$ cat src/sv/value_noise_fbm_assert.svh
// Assertion macros used by the value noise normalizer.
`ifndef VALUE_NOISE_FBM_ASSERT_SVH
`define VALUE_NOISE_FBM_ASSERT_SVH
`ifndef NO_ASSERTIONS
`define VNF_ASSERT(lbl, clk, rst, prop) \
   lbl: assert property (@(posedge clk) disable iff (rst) prop) else $error("assertion failed");
`define VNF_ASSERT_NORST(lbl, clk, prop) \
   lbl: assert property (@(posedge clk) prop) else $error("assertion failed");
`else
`define VNF_ASSERT(lbl, clk, rst, prop)
`define VNF_ASSERT_NORST(lbl, clk, prop)
`endif
`endif

$ cat src/sv/vnf_pkg.sv
// Package with the constants and types of the value noise block.
`default_nettype none
package vnf_pkg;
   localparam int MAX_OCTAVES = 8;
   localparam int OCT_W       = $clog2(MAX_OCTAVES + 1);
   localparam int SUM_W       = 16 + MAX_OCTAVES;
   localparam int DIV_W       = MAX_OCTAVES;
   localparam int CELL_DEPTH  = 11;
   localparam int W_DEPTH     = 8;

   localparam logic [OCT_W-1:0] OCT_RESET = OCT_W'(3);

   localparam logic [31:0] HASH_MUL_X = 32'h27d4eb2d;
   localparam logic [31:0] HASH_MUL_Z = 32'h165667b1;
   localparam logic [31:0] HASH_MUL_H = 32'h9e3779b1;

   localparam logic [16:0] MOD_BASE    = 17'd100000;
   localparam logic [15:0] MOD_RECIP   = 16'd42949;
   localparam logic [11:0] FRAC_DIV    = 12'd3125;
   localparam logic [16:0] FRAC_RECIP  = 17'd85899;
   localparam int          FRAC_SHIFT  = 28;

   localparam logic [32:0] NORM_RECIP [0:8] = '{
      33'd4294967296, 33'd4294967296, 33'd1431655765, 33'd613566756, 33'd286331153,
      33'd138547332, 33'd68174084, 33'd33818640, 33'd16843009
   };

   typedef struct packed {
      logic             valid;
      logic [OCT_W-1:0] octaves;
      logic [OCT_W-1:0] remain;
      logic [31:0]      x;
      logic [31:0]      z;
      logic [SUM_W-1:0] sum;
   } cell_data_type;
endpackage
`default_nettype wire

$ cat src/sv/vnf_norm.sv
// Divides the weighted octave sum by the weight total and registers the result.
`default_nettype none
`include "value_noise_fbm_assert.svh"
module vnf_norm (
   input  wire logic                   clock,
   input  wire logic                   reset,
   input  wire logic                   en,
   input  wire vnf_pkg::cell_data_type sum_in,
   output logic                        rsp_valid,
   output logic [15:0]                 rsp_noise_value
);
   import vnf_pkg::*;

   logic             a_valid_ff, b_valid_ff, rsp_valid_ff;
   logic [SUM_W-1:0] a_sum_ff, b_sum_ff, b_q_ff, b_p_ff, q0, rem;
   logic [DIV_W-1:0] a_d_ff, b_d_ff, d_in;
   logic [DIV_W:0]   d_full;
   logic [56:0]      a_m_ff;
   logic [15:0]      rsp_value_ff;

   assign d_full = (DIV_W + 1)'(1) << sum_in.octaves;
   assign d_in   = DIV_W'(d_full - (DIV_W + 1)'(1));
   assign q0     = a_m_ff[32 +: SUM_W];
   assign rem    = b_sum_ff - b_p_ff;

   always_ff @(posedge clock) begin
      if (en) begin
         a_sum_ff     <= sum_in.sum;
         a_d_ff       <= d_in;
         a_m_ff       <= 57'(sum_in.sum) * 57'(NORM_RECIP[sum_in.octaves]);
         b_sum_ff     <= a_sum_ff;
         b_d_ff       <= a_d_ff;
         b_q_ff       <= q0;
         b_p_ff       <= SUM_W'(q0 * SUM_W'(a_d_ff));
         rsp_value_ff <= (rem >= SUM_W'(b_d_ff)) ? 16'(b_q_ff + SUM_W'(1)) : b_q_ff[15:0];
      end
   end

   always_ff @(posedge clock) begin
      if (reset) begin
         a_valid_ff   <= 1'b0;
         b_valid_ff   <= 1'b0;
         rsp_valid_ff <= 1'b0;
      end else if (en) begin
         a_valid_ff   <= sum_in.valid;
         b_valid_ff   <= a_valid_ff;
         rsp_valid_ff <= b_valid_ff;
      end
   end

   assign rsp_valid       = rsp_valid_ff;
   assign rsp_noise_value = rsp_value_ff;

   `VNF_ASSERT(a_quotient_low, clock, reset, b_valid_ff |-> b_p_ff <= b_sum_ff)
   `VNF_ASSERT(a_one_correction, clock, reset, b_valid_ff |-> rem < SUM_W'({b_d_ff, 1'b0}))
   `VNF_ASSERT(a_word_moves, clock, reset, (b_valid_ff && en) |=> rsp_valid_ff)
   `VNF_ASSERT_NORST(a_reset_empty, clock, reset |=> !rsp_valid_ff)
endmodule
`default_nettype wire

$ cat config.mk
export PLATFORM = sky130hd
export DESIGN_NAME = vnf_norm
export DESIGN_NICKNAME = d
export VERILOG_FILES = /design/src/sv/vnf_pkg.sv /design/src/sv/vnf_norm.sv
export VERILOG_INCLUDE_DIRS = /design/src /design/src/sv
export SDC_FILE = /design/constraint.sdc
export NUM_CORES = 1
export LEC_CHECK = 0
export BUFFER_PORTS_ARGS = -buffer_cell sky130_fd_sc_hd__clkbuf_2
export CAP_MARGIN = 10
export CORE_UTILIZATION = 25
export CTS_CLUSTER_SIZE = 40
export DETAILED_ROUTE_END_ITERATION = 10
export GPL_ROUTABILITY_DRIVEN = 0
export PLACE_DENSITY_LB_ADDON = 0.1
export SLEW_MARGIN = 20
export SYNTH_ARGS = -nofsm -noshare
export SYNTH_HDL_FRONTEND = slang
export SYNTH_SLANG_ARGS = --single-unit
$ cat constraint.sdc
create_clock -name clock -period 19.6 [get_ports clock]
set_clock_uncertainty 0.1 [all_clocks]
set_input_delay 0.98 -clock clock [delete_from_list [all_inputs] [get_ports clock]]
set_output_delay 0.98 -clock clock [all_outputs]
set_load 0.02 [all_outputs]
==> metrics.md <==
| Metric | Value |
|---|---|
| Status | `finished, final reports clean` |
| Most common library cell in the layout ignoring fill and taps | `sky130_fd_sc_hd__inv_1` |
| I/O pin count | `117` |
| Worst Slack Setup Final | `8.65 ns` |
| Setup CP Type | `in -> reg` |
| Total Die Area | `126,000 sq um` |
| Clock tree from TritonCTS | `done` |
| Net Count, Synth | `4,274` |
| Worst IR Drop VDD | `0.226 mV` |
| Clk network pwr share | `6.3%` |
| Number of synthesis warnings | `0` |
| Antenna violations before repair | `6` |
| Sequential share of power | `13.4%` |
| Count of flip-flops with a built-in enable after synthesis | `144` |
| Global-route congestion overflow total | `0` |
| Stage delay of the slowest cell on the critical path | `0.83 ns` |
| Achievable clock frequency | `91.3 MHz` |
| Number of distinct library cell variants in the gate-level netlist after synthesis | `69` |
| Maximum number of pins on one net before global-route repair | `86` |
| Max-Slew Margin vs Limit | `25.2%` |
| Buffer levels on the longest clock path | `2` |
| Total global routing track utilization | `17.1%` |
| RSZ-0062 raised after global routing | `false` |
| Type of element launching the critical path | `primary input` |
| Cell repeated most along the worst path | `sky130_fd_sc_hd__inv_1` |
| Clock transition time at the flip-flop clock pins of the worst setup and hold paths | `0.07 ns` |
| Hold crit path type | `reg -> reg` |
| Chip Height | `355 um` |
| Port buffer count | `48` |
| P_int | `2.68 mW` |
| Count of max-cap constraint violations | `0` |
| Required time at the worst-slack endpoint | `19.72 ns` |
| Number of cells on the worst reg-to-reg path | `17` |
| Avg Cell Area, Syn | `9.73 sq um` |
| Static Leak | `17.2 nW` |
| Crit Path Max Fanout | `48` |
| Number of hold-repair buffers added at the cts stage | `0` |
| Synthesized area | `31,100 sq um` |
| Predominant post-synthesis flop cell | `sky130_fd_sc_hd__edfxtp_1` |
| Placed wire-length estimate after detailed placement | `87,200 um` |
| Flip-flop and latch count after synthesis | `147` |
| Starting utilization of the core area | `25.2%` |
| Clock latency of the later-clocked register in the worst-skew pair | `0.47 ns` |
| Post-Synthesis Cells | `3,196` |
| Summed negative setup slack over all endpoints | `0 ns` |
| Sequential cell area fraction in the yosys report | `14.1%` |
| DRT antenna net count | `0` |
| Worst Path Arrival | `11.07 ns` |
| Number of cell rows | `129` |
| Most frequent cells in the layout | `861 x sky130_fd_sc_hd__inv_1, 595 x sky130_fd_sc_hd__fa_1, 383 x sky130_fd_sc_hd__ha_1` |
| Final max-slew violation count | `0` |
| Biggest area consumer among synthesized cells | `sky130_fd_sc_hd__fa_1` |
| Via count | `21,000` |
| Fin crit share | `55.9%` |
| Switching pwr | `2.76 mW` |
| CTS sink count | `147` |
| Combinational power share | `80.3%` |
| Post-CTS setup repair buffer count | `0` |
| Fraction of layout instances using a drive strength above 1 | `4.11%` |
| Cell depth of the worst hold path | `0` |
| Maximum level of the CTS H-tree | `4` |
| Final setup violation count | `0` |
| Area delta synth->final | `9.02%` |
| Vias per std cell | `4.34` |
| Worst slew pin tran | `1.11 ns` |
| Sw Ratio | `50.8%` |
| Cell Pwr Density | `160 nW/um^2` |
| Root cell of the clock tree | `sky130_fd_sc_hd__clkbuf_16` |
| FFs w/ async S/R, synth | `0%` |
| Number of gates resized after cts | `0` |
| Net count, final | `4,277` |
| Count of routing violations after the opening detailed-route iteration | `1,086` |
| X dimension of the die | `355 um` |
| Pre-antenna DRT Iters | `6` |
| Final Hold Viols | `0` |
| Worst Setup Slack post-DPL | `8.40 ns` |
| TritonCTS Buffers | `17` |
| Fraction of synthesized cell area taken by the top area cell type | `38.3%` |
| Type of destination of the critical path | `register` |
| Post-detailed-route DRC marker count | `0` |
| Via count of the first global-routing pass | `23,500` |
| Mean routed wirelength per cell | `21.3 um` |
| Area inside the core boundary | `123,000 sq um` |
| Final min period | `10.95 ns` |
| Wire length reported by the detailed router | `103,000 um` |
| Global-route wire length before repair | `156,000 um` |
| Highest-delay cell along the critical path | `sky130_fd_sc_hd__a311oi_1` |
| Main area contributors after synthesis | `sky130_fd_sc_hd__fa_1 38%, sky130_fd_sc_hd__ha_1 15%, sky130_fd_sc_hd__edfxtp_1 14%, sky130_fd_sc_hd__inv_1 10%, sky130_fd_sc_hd__and2_1 4.6%` |
==> flip-flops by register name (all words and copies together), names as in the netlist <==
signal	count
b_q_ff	16
b_d_ff	8
a_sum_ff	24
rsp_noise_value	16
b_valid_ff	1
rsp_valid	1
a_m_ff	24
b_p_ff	24
b_sum_ff	24
a_d_ff	8
a_valid_ff	1
==> cell usage after synthesis (all sizes together), types with 5 or more instances <==
master and n:
mux2i 8, fa 595, nand2b 14, xor2 22, nor3 17, nand3 21, edfxtp 144, nand4 10
a211oi 10, nor2b 41, a21oi 64, buf 7, o21ai 58, o211ai 18, a21o 30, inv 861
and2 232, clkbuf 82, or3 6, a31oi 9, xnor2 66, nand2 292, o21a 10, nor2 84
or2 8, a311o 5, and3 23, ha 383, o2111ai 12
==> cell type report <==
cell class	count	area (sq um)
clock inverter	15	186
sequential	147	4380
fill	13300	89600
multi-input combinational	2099	23200
clock buffer	17	425
inverter	861	3230
timing repair buffer	73	434
tap	1637	2050
antenna	4	10.0
==> stage by stage <==
stage / hold WS, ns / power [mW] / util (%) / cell area, sq um / std cells
CTS: 0.318 / 5.57 / 27.4 / 33900 / 4849
finish: 0.314 / 5.44 / 27.5 / 33900 / 4853
floorplan: 0.300 / 4.00 / - / 31100 / 3196
detailed placement: 0.305 / 5.20 / 27.0 / 33300 / 4817
global route: 0.331 / 6.17 / 27.4 / 33900 / 4849
global placement: 0.302 / 5.21 / 27.0 / 33300 / 4817
==> critical path, delay by kind of cell <==
family,cells,cell delay [ns]
xor+xnor,1,0.08
compound gates,9,3.36
fa+ha+maj,8,3.73
simple gates,3,0.92
buf+inv,11,1.93
==> path summary, 6_finish.rpt <==
kind	from	end	slack [ns]
worst min-delay path	a_sum_ff[23]	b_sum_ff[23]	0.31
worst max-delay path	sum_in[94]	a_m_ff[54]	8.65
worst max register to register	a_d_ff[3]	b_p_ff[23]	13.60
worst min register to register	a_sum_ff[23]	b_sum_ff[23]	0.31
==> metal layers <==
layer / up-vias / global-route usage, % / wire length, um
li1: 9768 / - / -
met1: 10800 / 24.1 / 49700
met2: 381 / 27.0 / 46700
met3: 95 / 3.26 / 5080
met4: 6 / 3.70 / 1920
met5: - / 0 / 36
==> power groups by stage <==
stage               clock network [mW]  logic, mW  registers [mW]
floorplan                            0       3.32           0.684
global placement                     0       4.47           0.741
detailed placement                   0       4.45           0.742
CTS                              0.358       4.48           0.735
global route                     0.367       5.06           0.743
finish                           0.342       4.37           0.729
==> cells by family after synthesis <==
logic type	after synthesis	share of synthesized area, %
adder cells (fa/ha/maj)	978	53.7
flip-flops	147	14.1
AND/OR/NAND/NOR	770	12.5
XOR/XNOR	88	2.48
AO/OA/AOI/OAI	253	5.42
multiplexers	10	0.330
buffers and inverters	950	11.5
Power figures use the tool's default switching activity.
